`config.mk`:
```
export PLATFORM = sky130hd
export DESIGN_NAME = hlpd_update
export DESIGN_NICKNAME = d
export VERILOG_FILES = /design/src/sv/hlpd_pkg.sv /design/src/sv/hlpd_update.sv
export SDC_FILE = /design/constraint.sdc
export NUM_CORES = 1
export LEC_CHECK = 0
export ABC_CLOCK_PERIOD_IN_PS = 1700
export BUFFER_PORTS_ARGS = -buffer_cell sky130_fd_sc_hd__buf_2
export CAP_MARGIN = 25
export CORE_MARGIN = 2
export CORE_UTILIZATION = 39
export DETAILED_ROUTE_END_ITERATION = 12
export PLACE_DENSITY = 0.81
export SLEW_MARGIN = 20
export SYNTH_ARGS = -nofsm -noshare
export SYNTH_HDL_FRONTEND = slang
export SYNTH_SLANG_ARGS = --single-unit
export TNS_END_PERCENT = 5
```
`constraint.sdc`:
```
create_clock -name vclk -period 1.7
set_input_delay 0.085 -clock vclk [all_inputs]
set_output_delay 0.085 -clock vclk [all_outputs]
set_load 0.01 [all_outputs]
```
`src/sv/hlpd_pkg.sv`:
```
// Shared types and constants of the handshake length-prefix deframer.
package hlpd_pkg;

  localparam int CONNECTIONS_DEF = 256;
  localparam int LENGTH_BITS_DEF = 24;

  // per-connection header assembly fields
  localparam int ST_W    = 3;
  localparam int CNT_W   = 2;
  localparam int SHIFT_W = 24;

  typedef enum logic [1:0] {
    OP_DATA    = 2'd0,
    OP_OPEN_HS = 2'd1,
    OP_OPEN_OK = 2'd2,
    OP_DOWN    = 2'd3
  } opcode_t;

  typedef enum logic [ST_W-1:0] {
    ST_WAIT      = 3'd0,
    ST_HANDSHAKE = 3'd1,
    ST_HEADER    = 3'd2,
    ST_CONNECT   = 3'd3,
    ST_DOWN      = 3'd4
  } status_t;

  typedef enum logic [1:0] {
    KIND_PAYLOAD = 2'd0,
    KIND_EMPTY   = 2'd1,
    KIND_HELLO   = 2'd2,
    KIND_ERROR   = 2'd3
  } kind_t;

  typedef enum logic [2:0] {
    ERR_NONE     = 3'd0,
    ERR_MISMATCH = 3'd1,
    ERR_TOO_LONG = 3'd2,
    ERR_NOT_OPEN = 3'd3,
    ERR_ALREADY  = 3'd4
  } err_t;

  typedef struct packed {
    logic       valid;
    kind_t      kind;
    logic [7:0] conn;
    logic [7:0] payload;
    logic       last;
    err_t       err;
  } result_t;

endpackage

```
`src/sv/hlpd_update.sv`:
```
// Read-modify-write step: new connection state and result from one input word.
module hlpd_update #(
  parameter int LENGTH_BITS = hlpd_pkg::LENGTH_BITS_DEF
) (
  input  hlpd_pkg::opcode_t                op,
  input  logic [7:0]                       conn,
  input  logic [7:0]                       data,
  input  logic                             in_range,
  input  hlpd_pkg::status_t                st_cur,
  input  logic [hlpd_pkg::CNT_W-1:0]       cnt_cur,
  input  logic [hlpd_pkg::SHIFT_W-1:0]     shift_cur,
  input  logic [LENGTH_BITS-1:0]           remain_cur,
  output logic                             we,
  output hlpd_pkg::status_t                st_new,
  output logic [hlpd_pkg::CNT_W-1:0]       cnt_new,
  output logic [hlpd_pkg::SHIFT_W-1:0]     shift_new,
  output logic [LENGTH_BITS-1:0]           remain_new,
  output hlpd_pkg::result_t                res
);

  logic [31:0]            full;
  logic [LENGTH_BITS-1:0] len;

  assign full = {shift_cur, data};
  assign len  = full[LENGTH_BITS-1:0];

  always_comb begin
    we          = 1'b0;
    st_new      = st_cur;
    cnt_new     = cnt_cur;
    shift_new   = shift_cur;
    remain_new  = remain_cur;
    res.valid   = 1'b0;
    res.kind    = hlpd_pkg::KIND_PAYLOAD;
    res.conn    = conn;
    res.payload = 8'd0;
    res.last    = 1'b0;
    res.err     = hlpd_pkg::ERR_NONE;

    if (!in_range) begin
      if (op == hlpd_pkg::OP_DATA) begin
        res.valid = 1'b1;
        res.kind  = hlpd_pkg::KIND_ERROR;
        res.err   = hlpd_pkg::ERR_NOT_OPEN;
      end
    end else begin
      case (op)
        hlpd_pkg::OP_OPEN_HS, hlpd_pkg::OP_OPEN_OK: begin
          if (st_cur != hlpd_pkg::ST_WAIT) begin
            res.valid = 1'b1;
            res.kind  = hlpd_pkg::KIND_ERROR;
            res.err   = hlpd_pkg::ERR_ALREADY;
          end else begin
            we         = 1'b1;
            st_new     = (op == hlpd_pkg::OP_OPEN_HS) ? hlpd_pkg::ST_HANDSHAKE
                                                      : hlpd_pkg::ST_HEADER;
            cnt_new    = '0;
            shift_new  = '0;
            remain_new = '0;
          end
        end
        hlpd_pkg::OP_DOWN: begin
          we     = 1'b1;
          st_new = hlpd_pkg::ST_DOWN;
        end
        default: begin
          case (st_cur)
            hlpd_pkg::ST_HANDSHAKE: begin
              we        = 1'b1;
              res.valid = 1'b1;
              if (data != conn) begin
                st_new   = hlpd_pkg::ST_DOWN;
                res.kind = hlpd_pkg::KIND_ERROR;
                res.err  = hlpd_pkg::ERR_MISMATCH;
              end else begin
                st_new     = hlpd_pkg::ST_HEADER;
                cnt_new    = '0;
                shift_new  = '0;
                remain_new = '0;
                res.kind   = hlpd_pkg::KIND_HELLO;
              end
            end
            hlpd_pkg::ST_HEADER: begin
              we = 1'b1;
              if (cnt_cur != hlpd_pkg::CNT_W'(3)) begin
                cnt_new   = cnt_cur + 1'b1;
                shift_new = {shift_cur[15:0], data};
              end else begin
                cnt_new   = '0;
                shift_new = '0;
                if ((full >> LENGTH_BITS) != 32'd0) begin
                  st_new    = hlpd_pkg::ST_DOWN;
                  res.valid = 1'b1;
                  res.kind  = hlpd_pkg::KIND_ERROR;
                  res.err   = hlpd_pkg::ERR_TOO_LONG;
                end else if (len == '0) begin
                  remain_new = '0;
                  res.valid  = 1'b1;
                  res.kind   = hlpd_pkg::KIND_EMPTY;
                  res.last   = 1'b1;
                end else begin
                  st_new     = hlpd_pkg::ST_CONNECT;
                  remain_new = len;
                end
              end
            end
            hlpd_pkg::ST_CONNECT: begin
              we          = 1'b1;
              res.valid   = 1'b1;
              res.kind    = hlpd_pkg::KIND_PAYLOAD;
              res.payload = data;
              if (remain_cur == LENGTH_BITS'(1)) begin
                res.last   = 1'b1;
                st_new     = hlpd_pkg::ST_HEADER;
                cnt_new    = '0;
                shift_new  = '0;
                remain_new = '0;
              end else begin
                remain_new = remain_cur - 1'b1;
              end
            end
            default: begin
              res.valid = 1'b1;
              res.kind  = hlpd_pkg::KIND_ERROR;
              res.err   = hlpd_pkg::ERR_NOT_OPEN;
            end
          endcase
        end
      endcase
    end
  end

endmodule

```
**After elaboration in Yosys (flattened, before gate mapping)**

Index checks and enable logic that the tools add are counted.

- Flip-flop bits (word level): 0
- Logic and storage cells: 79
- Input port bits: 72

- Reductions and logical operators: 7
- Equal/unequal tests: 9
- Add/subtract/negate cells: 2
- Mux-type cells: 61

Operators by type and width:

| operator | number |
|---|---|
| $mux W24 | 12 |
| $pmux W24 S3 | 2 |
| $pmux W24 S2 | 2 |
| $mux W3 | 15 |
| $reduce_bool A32 Y1 | 1 |
| $pmux W3 S3 | 3 |
| $eq A24 B1 Y1 const B | 1 |
| $logic_not A24 Y1 | 1 |
| $sub A24 B1 Y24 const B | 1 |
| $mux W9 | 2 |
| $pmux W3 S2 | 3 |
| $mux W2 | 8 |
| $mux W1 | 8 |
| $mux W8 | 1 |
| $ne A8 B8 Y1 | 1 |
| $eq A3 B2 Y1 const B | 2 |
| $pmux W2 S3 | 1 |
| $reduce_or A3 Y1 | 2 |
| $eq A2 B2 Y1 const B | 2 |
| $mux W4 | 1 |
| $pmux W1 S2 | 2 |
| $pmux W2 S2 | 1 |
| $eq A3 B1 Y1 const B | 1 |
| $reduce_bool A3 Y1 | 1 |
| 5 further kinds | 5 |

**Depth between registers and ports, before layout**

Gate-level depths: netlist (run 1).

- Depth in word-level cells: 7
- Gate-level depth with buffers: 10
- Depth with buffers taken out: 8

**Worst setup path after synthesis (run 1)**

No wires, ideal clock.

- Path kind: input -> output
- From: input port op[0]
- To: output port remain_new[18]
- Data arrival time: 1784 ps
- Buffers on the path: 2
- Slack: -169 ps
- Stages on the path: 10
- Cell sequence: inv_1 ha_1 buf_2 nand2b_1 o211ai_2 nor4_1 a21oi_1 buf_2 o21ai_0 nand3_1

- Longest elaborated chain between the ends: 4
- Elaborated cells on any way between the ends: 6
- Those cells by class: eq/ne: 3; mux: 2; reduce/logical: 1

RTL lines:

| what | line | RTL |
|---|---|---|
| start: declaration | hlpd_update.sv:5 | `input hlpd_pkg::opcode_t op,` |
| $eq A2 B1 Y1 / $eq A2 B2 Y1 (equally long branches) | hlpd_update.sv:47 | `case (op)` |
| $reduce_or A2 Y1 | -- |  |
| $pmux W24 S2 (*) | hlpd_update.sv:47 |  |
| $mux W24 (*) | hlpd_update.sv:40 | `if (!in_range) begin` |
| end: declaration | hlpd_update.sv:17 | `output logic [LENGTH_BITS-1:0] remain_new,` |

Every way passes the cells marked *; elsewhere a longest branch is shown, timed or not.

**Worst setup path after layout (run 1)**

- From: input port remain_cur[6]
- To: output port remain_new[11]

- Longest elaborated chain between the ends: 5
- Elaborated cells on any way between the ends: 6
- Those cells by class: add/sub: 1; eq/ne: 1; mux: 4

RTL lines:

| what | line | RTL |
|---|---|---|
| start: declaration | hlpd_update.sv:12 | `input logic [LENGTH_BITS-1:0] remain_cur,` |
| $sub A24 B1 Y24 / $eq A24 B1 Y1 (equally long branches) | hlpd_update.sv:119, hlpd_update.sv:112 |  |
| $mux W24 (*) | hlpd_update.sv:112 | `if (remain_cur == LENGTH_BITS'(1)) begin` |
| $pmux W24 S3 (*) | hlpd_update.sv:67 | `case (st_cur)` |
| $pmux W24 S2 (*) | hlpd_update.sv:47 |  |
| $mux W24 (*) | hlpd_update.sv:40 |  |

Marks and branches as above.

==> results of run 1 <==
-- layout make-up --
type	instances	area, sq um	area share (%)
inverters	11	46.3	1.10
multi-input cells	284	2250	53.4
well taps	70	87.6	2.08
repair buffers	278	1830	43.5
-- per-layer routing --
metal,vias up,part of all wire [%],track usage (%)
met5,-,0,0
met3,125,11,6.87
met1,1845,34,44.6
met2,381,46,70.2
met4,0,9.3,22.4
li1,1739,-,-
-- power by group --
part	internal [mW]	total, mW	switching, mW
sequential	0	0	0
clock	0	0	0
combinational	0.520	1.11	0.592
total	0.520	1.11	0.592
-- synthesized netlist by cell type (7+ instances only) --
cell	number
a31oi_1	7
a22o_1	25
nand3_1	13
inv_1	11
clkbuf_1	9
buf_4	8
a21oi_1	22
nand2_1	36
xnor2_1	8
nor2_1	37
ha_1	7
nor3_1	8
o21ai_0	17
nor4_1	15
and2_1	9
o211ai_1	8
a32oi_1	8
-- stage by stage --
step,util (%),setup TNS (ns),instance area [sq um],setup WS [ns]
floorplan,-,-2.29,2040,-0.0813
global placement,71.4,-15.01,3620,-0.406
detailed placement,71.4,-17.17,3620,-0.454
CTS,80.1,-8.23,4070,-0.221
global route,83.0,-13.88,4210,-0.456
finish,83.0,-11.43,4210,-0.463
-- cells by family (layout without fill, tap and decap cells) --
logic type	Yosys count	in the layout
AND/OR/NAND/NOR	152	152
adder cells (fa/ha/maj)	7	7
multiplexers	2	2
XOR/XNOR	8	8
buffers and inverters	37	289
AO/OA/AOI/OAI	114	115
-- worst paths after layout --
path / startpoint / end / slack (ns) / cells past startpoint
max: remain_cur[6] / remain_new[11] / -0.46 / 9
min: conn[1] / res[13] / 0.38 / 2
-- repair_timing --
action,CTS,global route
setup buffers,9,3
setup endpoints to repair,53,54
gates cloned,1,0
pin swaps,19,15
gates resized for setup,65,32
==> metrics, run 1 <==
Mapped Area=2030 sq um; # port buffers=around 150; register area share after synthesis=0%; period utilisation layout=127%; outcome=finished, violations left; largest area contributor in the netlist=a22o_1; initial antenna violation count=0; Worst Path Class, Setup=input port to primary output; CP Data Arrival Time=between 2 and 2.5 ns; Peak VDD IR=roughly 0.19 mV; Net count, final=654; Post-Syn Nets=roughly 400; synth unique cells=52; vias=around 4100; most frequent cells in the layout=buf_2, buf_4, nor2_1; total congestion overflow=0; Max Fanout on Critical Path=6; die area=5790 sq um; placed cells=630; Post-Syn Instances=320; Finished Layout Cells=643; layout cells sized above 1=between 50% and 60%; failing checks=setup timing; Die Span Y=between 70 and 80 um; min Tclk post-route=2.16 ns; filler instances=roughly 310; CTS Hold Bufs=0; top-area cell type share of the netlist area=between 10% and 20%; final hold violation count=0; Rows=26; combinational family with the most area after synthesis=compound AO/OA/AOI/OAI gates; pin count of the biggest net entering global routing=25; Post-Synth Simple-Gate Area=a little over 40%; Synth Area in Compound Gates=40.8%; unrepaired setup endpoints after global routing=yes; max incr delay on CP=between 0.4 and 0.5 ns; seq_cells=0; Buf/Inv on CP=3; most area-consuming cells after synthesis=a22o_1, nor2_1, nand2_1, a21oi_1, nor4_1; final slew viol count=0; initial DRC count=430; setup violators final=52; Synth Area in Adders=between 4 and 5%; All-Layer GR Usage=39.5%; top cell family by delay on the critical path=compound AO/OA/AOI/OAI gates; Startpoint Class=input port; max-cap violations=0; Relative slew margins=between 70 and 80%; Synth Area in XOR/XNOR=3.46%; Final ANT Viol Nets=0; Leak=between 2 and 2.5 nW; FF/Latch Area=0 sq um; hold slack=between 0.3 and 0.4 ns; Setup crit end kind=primary output; GPL Wtd Cong=roughly 1.0; worst path cell trace=buf_2 > nor4_4 > nand4_4 > o21bai_4 > buf_4 > nor2_4 > a222oi_1 > o21ai_1 > buf_2; clkbuf count=0; fmax=462 MHz; CP max-delay cell=a222oi_1; first-pass GRT wire length=about 19 mm; mux share of post-synthesis cell area=approximately 1.1%; min setup slack post-route=-0.463 ns; Antenna Diode Count=0; Die X=76.1 um; Total Routed Length=13.0 mm; DRT Pass-1 Iters=6; YS warnings=0; CP dominant cell by count=buf_2; Worst Hold Class=input port to primary output; DR WL/cell=20.3 um; Slew @ Worst Pin=around 0.44 ns; initial core utilization=39.9%; CORE AREA=5070 sq um; commonest non-fill, non-tap cell in the layout=buf_2; total power=approximately 1.1 mW; # IOs=149; area grow syn2layout=108%; PwrDens=~260 nW/um^2; Final HPWL DP=between 8 and 9 mm; Avg Inst Size Synth=around 6.3 sq um; vias per cell=6.36; vias in the first global route=between 3000 and 4000; DRC=0; Worst Path Required=about 1.6 ns
No activity file was read; power rests on OpenSTA's default activity.
==> run 2: changes to the inputs <==
Settings changed: GPL_TIMING_DRIVEN set to 0.
==> run 2 against run 1 <==
  * The flow still finishes with violations (setup timing)
  * Setup slack improved by 0.18 ns
  * Count of clock-buffer cells in the layout did not move
  * Combinational power fell by 14%
  * First-iteration DRC count fell by 26%
  * Final cell count fell by 9.5%
  * Global-route usage fell by 5.8 points
  * Sequential cell count did not move
  * Largest cell class unchanged
==> metrics, run 2 (synthesis results as in run 1) <==
outcome=finished, violations left; failing checks=setup timing; CTS Hold Bufs=0; max-cap violations=0; CP max-delay cell=o211ai_1; die area=between 5000 and 6000 sq um; Peak VDD IR=roughly 0.14 mV; Switching Share=between 50 and 60%; period utilisation layout=117%; vias=approximately 3600; Reg power frac=0%; placed cells=536; commonest non-fill, non-tap cell in the layout=buf_2; most frequent cells in the layout=buf_2, buf_4, nor2_1, nand2_1, a22o_1; hold slack=0.472 ns; initial antenna violation count=0; DRC=0; CORE AREA=~5100 sq um; top cell family by delay on the critical path=buffers and inverters; combinational cell fraction of total power=100.0%; DR WL/cell=18.5 um; fmax=between 500 and 600 MHz; # port buffers=around 150; Worst Path Required=approximately 1.6 ns; Die X=76.1 um; vias per cell=6.21; Startpoint Class=input port; # IOs=around 150; Leak=1.72 nW; seq_cells=0; GPL Wtd Cong=0.990; unrepaired setup endpoints after global routing=yes; PwrDens=roughly 260 nW/um^2; All-Layer GR Usage=about 34%; initial core utilization=between 30% and 40%; CP Data Arrival Time=between 1.5 and 2 ns; layout cells sized above 1=between 50% and 60%; total congestion overflow=0; Final ANT Viol Nets=0; area grow syn2layout=82.5%; min setup slack post-route=-0.286 ns; Rows=26; Final HPWL DP=roughly 7.4 mm; initial DRC count=320; Buf/Inv on CP=4; Pint=approximately 0.44 mW; Total Routed Length=between 10 and 15 mm; DRT Pass-1 Iters=5; Slew @ Worst Pin=0.579 ns; first-pass GRT wire length=16.3 mm; Worst Path Class, Setup=input port to primary output; Max Fanout on Critical Path=6; Worst Hold Class=input port to primary output; Finished Layout Cells=slightly below 600; final hold violation count=0; filler instances=418; worst path cell trace=buf_2 > xnor2_1 > nand4_1 > o211ai_1 > a31oi_1 > or2_1 > buf_6 > buf_6 > mux2_4 > buf_6; pin count of the biggest net entering global routing=11; Relative slew margins=61.4%; min Tclk post-route=between 1.5 and 2 ns; Post-Place Setup Slack=-0.879 ns; CP dominant cell by count=buf_6; final slew viol count=0; Die Span Y=about 76 um; Net Sw Power=0.519 mW; clkbuf count=0; FF/Latch Area=0 sq um; max incr delay on CP=0.32 ns; Antenna Diode Count=0; Cell Area, Placed=about 2900 sq um; Net count, final=approximately 590; setup violators final=51; finished layout cell area=roughly 3700 sq um; Setup crit end kind=primary output; vias in the first global route=3313; Final Util=approximately 73%; Clk pwr share=0%
## run 2: power groups by stage
stage	logic (mW)	clock network [mW]	registers (mW)
after global placement	0.749	0	0
after floorplan	0.403	0	0
after detailed placement	0.757	0	0
after global routing	1.01	0	0
after CTS	0.897	0	0
final	0.957	0	0
## run 2: final timing paths
check / cells after the start / from / slack, ns / end
setup / recovery: 10 / data[5] / -0.29 / cnt_new[0]
hold / removal: 3 / conn[1] / 0.47 / res[13]
## run 2: routing by layer
metal	wire (um)	GRT usage, %	up-vias
met1	4090	39.3	1675
li1	-	-	1618
met2	5150	59.1	272
met5	0	0	-
met4	533	17.3	0
met3	975	5.92	51
## run 2: worst min-delay path, cell delays in order
cell	delay (ns)
buf_2	0.10
buf_4	0.09
buf_2	0.11
## run 2: timing repair
| item | CTS | global route |
|---|---|---|
| pin swaps | 28 | 14 |
| resized for setup | 100 | 24 |
| cloned | 2 | 0 |
| buffers inserted | 39 | 7 |
| setup endpoints to repair | 56 | 54 |
## run 2: area by class of cell
type                       count  area [sq um]  share of cell area (%)
multi-input combinational    283          2150                    58.1
timing repair buffer         194          1240                    33.5
buffer                        24           179                    4.84
tap                           70          87.6                    2.37
inverter                      11          46.3                    1.25
## run 2: metrics by stage
step,power (mW),setup TNS (ns)
2_1_floorplan,0.403,-2.29
3_3_place_gp,0.749,-29.61
3_5_place_dp,0.757,-30.28
4_1_cts,0.897,-9.17
5_1_grt,1.01,-14.59
6_report,0.957,-10.13
==> run 3: changes to the inputs <==
Settings changed: REMOVE_ABC_BUFFERS set to 1.
==> run 3 against run 2 <==
  * Final cell count decreased by 4.6%
  * Wire length decreased by 5.4%
  * Non-clock buffer count decreased by 30
  * The run still ends with setup timing left
  * First-iteration DRC count increased by 82%
  * Sequential cell count unchanged
  * Die area unchanged
  * Critical endpoint is now remain_new[11]
  * Fmax increased by 1.5%
  * Critical path depth unchanged
  * Global-route usage decreased by 1.6 points
==> metrics, run 3 (synthesis results as in run 1) <==
max-cap violations=0; hold slack=0.384 ns; final hold violation count=0; Final ANT Viol Nets=0; setup violators final=slightly above 50; vias in the first global route=3332; # IOs=149; die area=approximately 5800 sq um; Die X=around 76 um; CORE AREA=just over 5000 sq um; first-pass GRT wire length=15.9 mm; CP Capture Point=remain_new[11]; min setup slack post-route=-0.258 ns; Total Routed Length=10.2 mm; initial DRC count=~580; DRT Pass-1 Iters=6; worst path cell trace=buf_12 > nor4_4 > nand4_4 > o21bai_4 > buf_6 > nor2_4 > buf_6 > a222oi_1 > o21ai_1 > buf_2; Startpoint Class=input port; FF/Latch Area=0 sq um; initial antenna violation count=0; CP max-delay cell=nor4_4; Max Fanout on Critical Path=5; min Tclk post-route=1.96 ns; most frequent cells in the layout=buf_2, buf_4, nand2_1; CP Data Arrival Time=around 1.9 ns; layout cells sized above 1=approximately half; # port buffers=149; All-Layer GR Usage=32.2%; outcome=finished, violations left; Relative slew margins=63.6%; Reg power frac=0%; Worst Path Required=~1.6 ns; total power=0.893 mW; clkbuf count=0; DRC=0; Net Sw Power=0.506 mW; PwrDens=257 nW/um^2; Peak VDD IR=~0.15 mV; combinational cell fraction of total power=100.0%; area grow syn2layout=71.6%; vias=around 3600; CTS Hold Bufs=0; seq_cells=0; Cell Area, Placed=2720 sq um; fmax=approximately 510 MHz; Net count, final=about 570; Die Span Y=76.1 um; Worst Hold Class=input port to primary output; vias per cell=between 6 and 7; CP dominant cell by count=buf_6; Antenna Diode Count=0; final slew viol count=0; filler instances=439; unrepaired setup endpoints after global routing=yes; GPL Wtd Cong=slightly below 1; period utilisation layout=115%; max incr delay on CP=0.38 ns; crit path launch=remain_cur[10]; DR WL/cell=about 18 um; failing checks=setup timing; Switching Share=a little under three fifths; Pint=between 0.3 and 0.4 mW; Clk pwr share=0%; total congestion overflow=0; commonest non-fill, non-tap cell in the layout=buf_2; pin count of the biggest net entering global routing=17; finished layout cell area=3480 sq um; Setup crit end kind=primary output; Worst Path Class, Setup=input port to primary output; Rows=26; Leak=1.58 nW; Final HPWL DP=6.91 mm; initial core utilization=between 30% and 40%; Slew @ Worst Pin=0.544 ns
## run 3: changes by cell type in the layout (fill, tap and decap cells not counted), sizes merged
cell	previous run	this run
buf	211	188
clkbuf	7	0
or2	2	4
a21oi	22	23
## run 3: worst min path at each step
| stage | start | to | slack, ns | depth (start not counted) |
|---|---|---|---|---|
| after global routing | conn[5] | res[17] | 0.40 | 2 |
| after detailed placement | conn[7] | res[19] | 0.38 | 2 |
| final | conn[7] | res[19] | 0.38 | 2 |
| after CTS | conn[7] | res[19] | 0.39 | 2 |
| after floorplan | conn[0] | res[12] | 0.17 | 0 |
| after global placement | conn[6] | res[18] | 0.39 | 2 |
## run 3: stage by stage
stage	std cells	setup WS, ns	setup TNS [ns]	util [%]
after floorplan	294	-0.969	-30.84	-
after global placement	513	-2.03	-80.52	53.3
after detailed placement	514	-1.26	-52.76	53.6
after CTS	551	-0.211	-6.64	66.2
after global routing	555	-0.320	-11.43	68.5
final	555	-0.258	-8.78	68.5
## run 3: critical path, delay by kind of cell
family,cells,cell delay (ns)
and+or+nand+nor,3,0.63
AOI/OAI and AO/OA,3,0.64
buffers and inverters,4,0.50
## run 3: layout make-up
cell class	count	area (sq um)	area share, %
repair buffers	188	1140	32.8
inverters	11	43.8	1.26
multi-input cells	286	2210	63.4
well taps	70	87.6	2.52
## run 3: layer usage
layer	global-route usage, %	share of wire [%]	up-vias
met3	4.86	11	69
met2	57.7	47	303
met4	11.6	4.1	0
li1	-	-	1575
met1	38.8	38	1632
met5	0	0	-
## run 3: repair_timing
action,in CTS,in global routing
resized for setup,80,23
setup endpoints to repair,58,53
setup buffers,34,4
pin swaps,28,16
cloned,3,0
endpoints found under the hold margin,0,0
## run 3: power groups by stage
stage | logic [mW] | registers (mW) | clock network, mW
floorplan | 0.349 | 0 | 0
global placement | 0.707 | 0 | 0
detailed placement | 0.716 | 0 | 0
CTS | 0.849 | 0 | 0
global route | 0.949 | 0 | 0
finish | 0.893 | 0 | 0
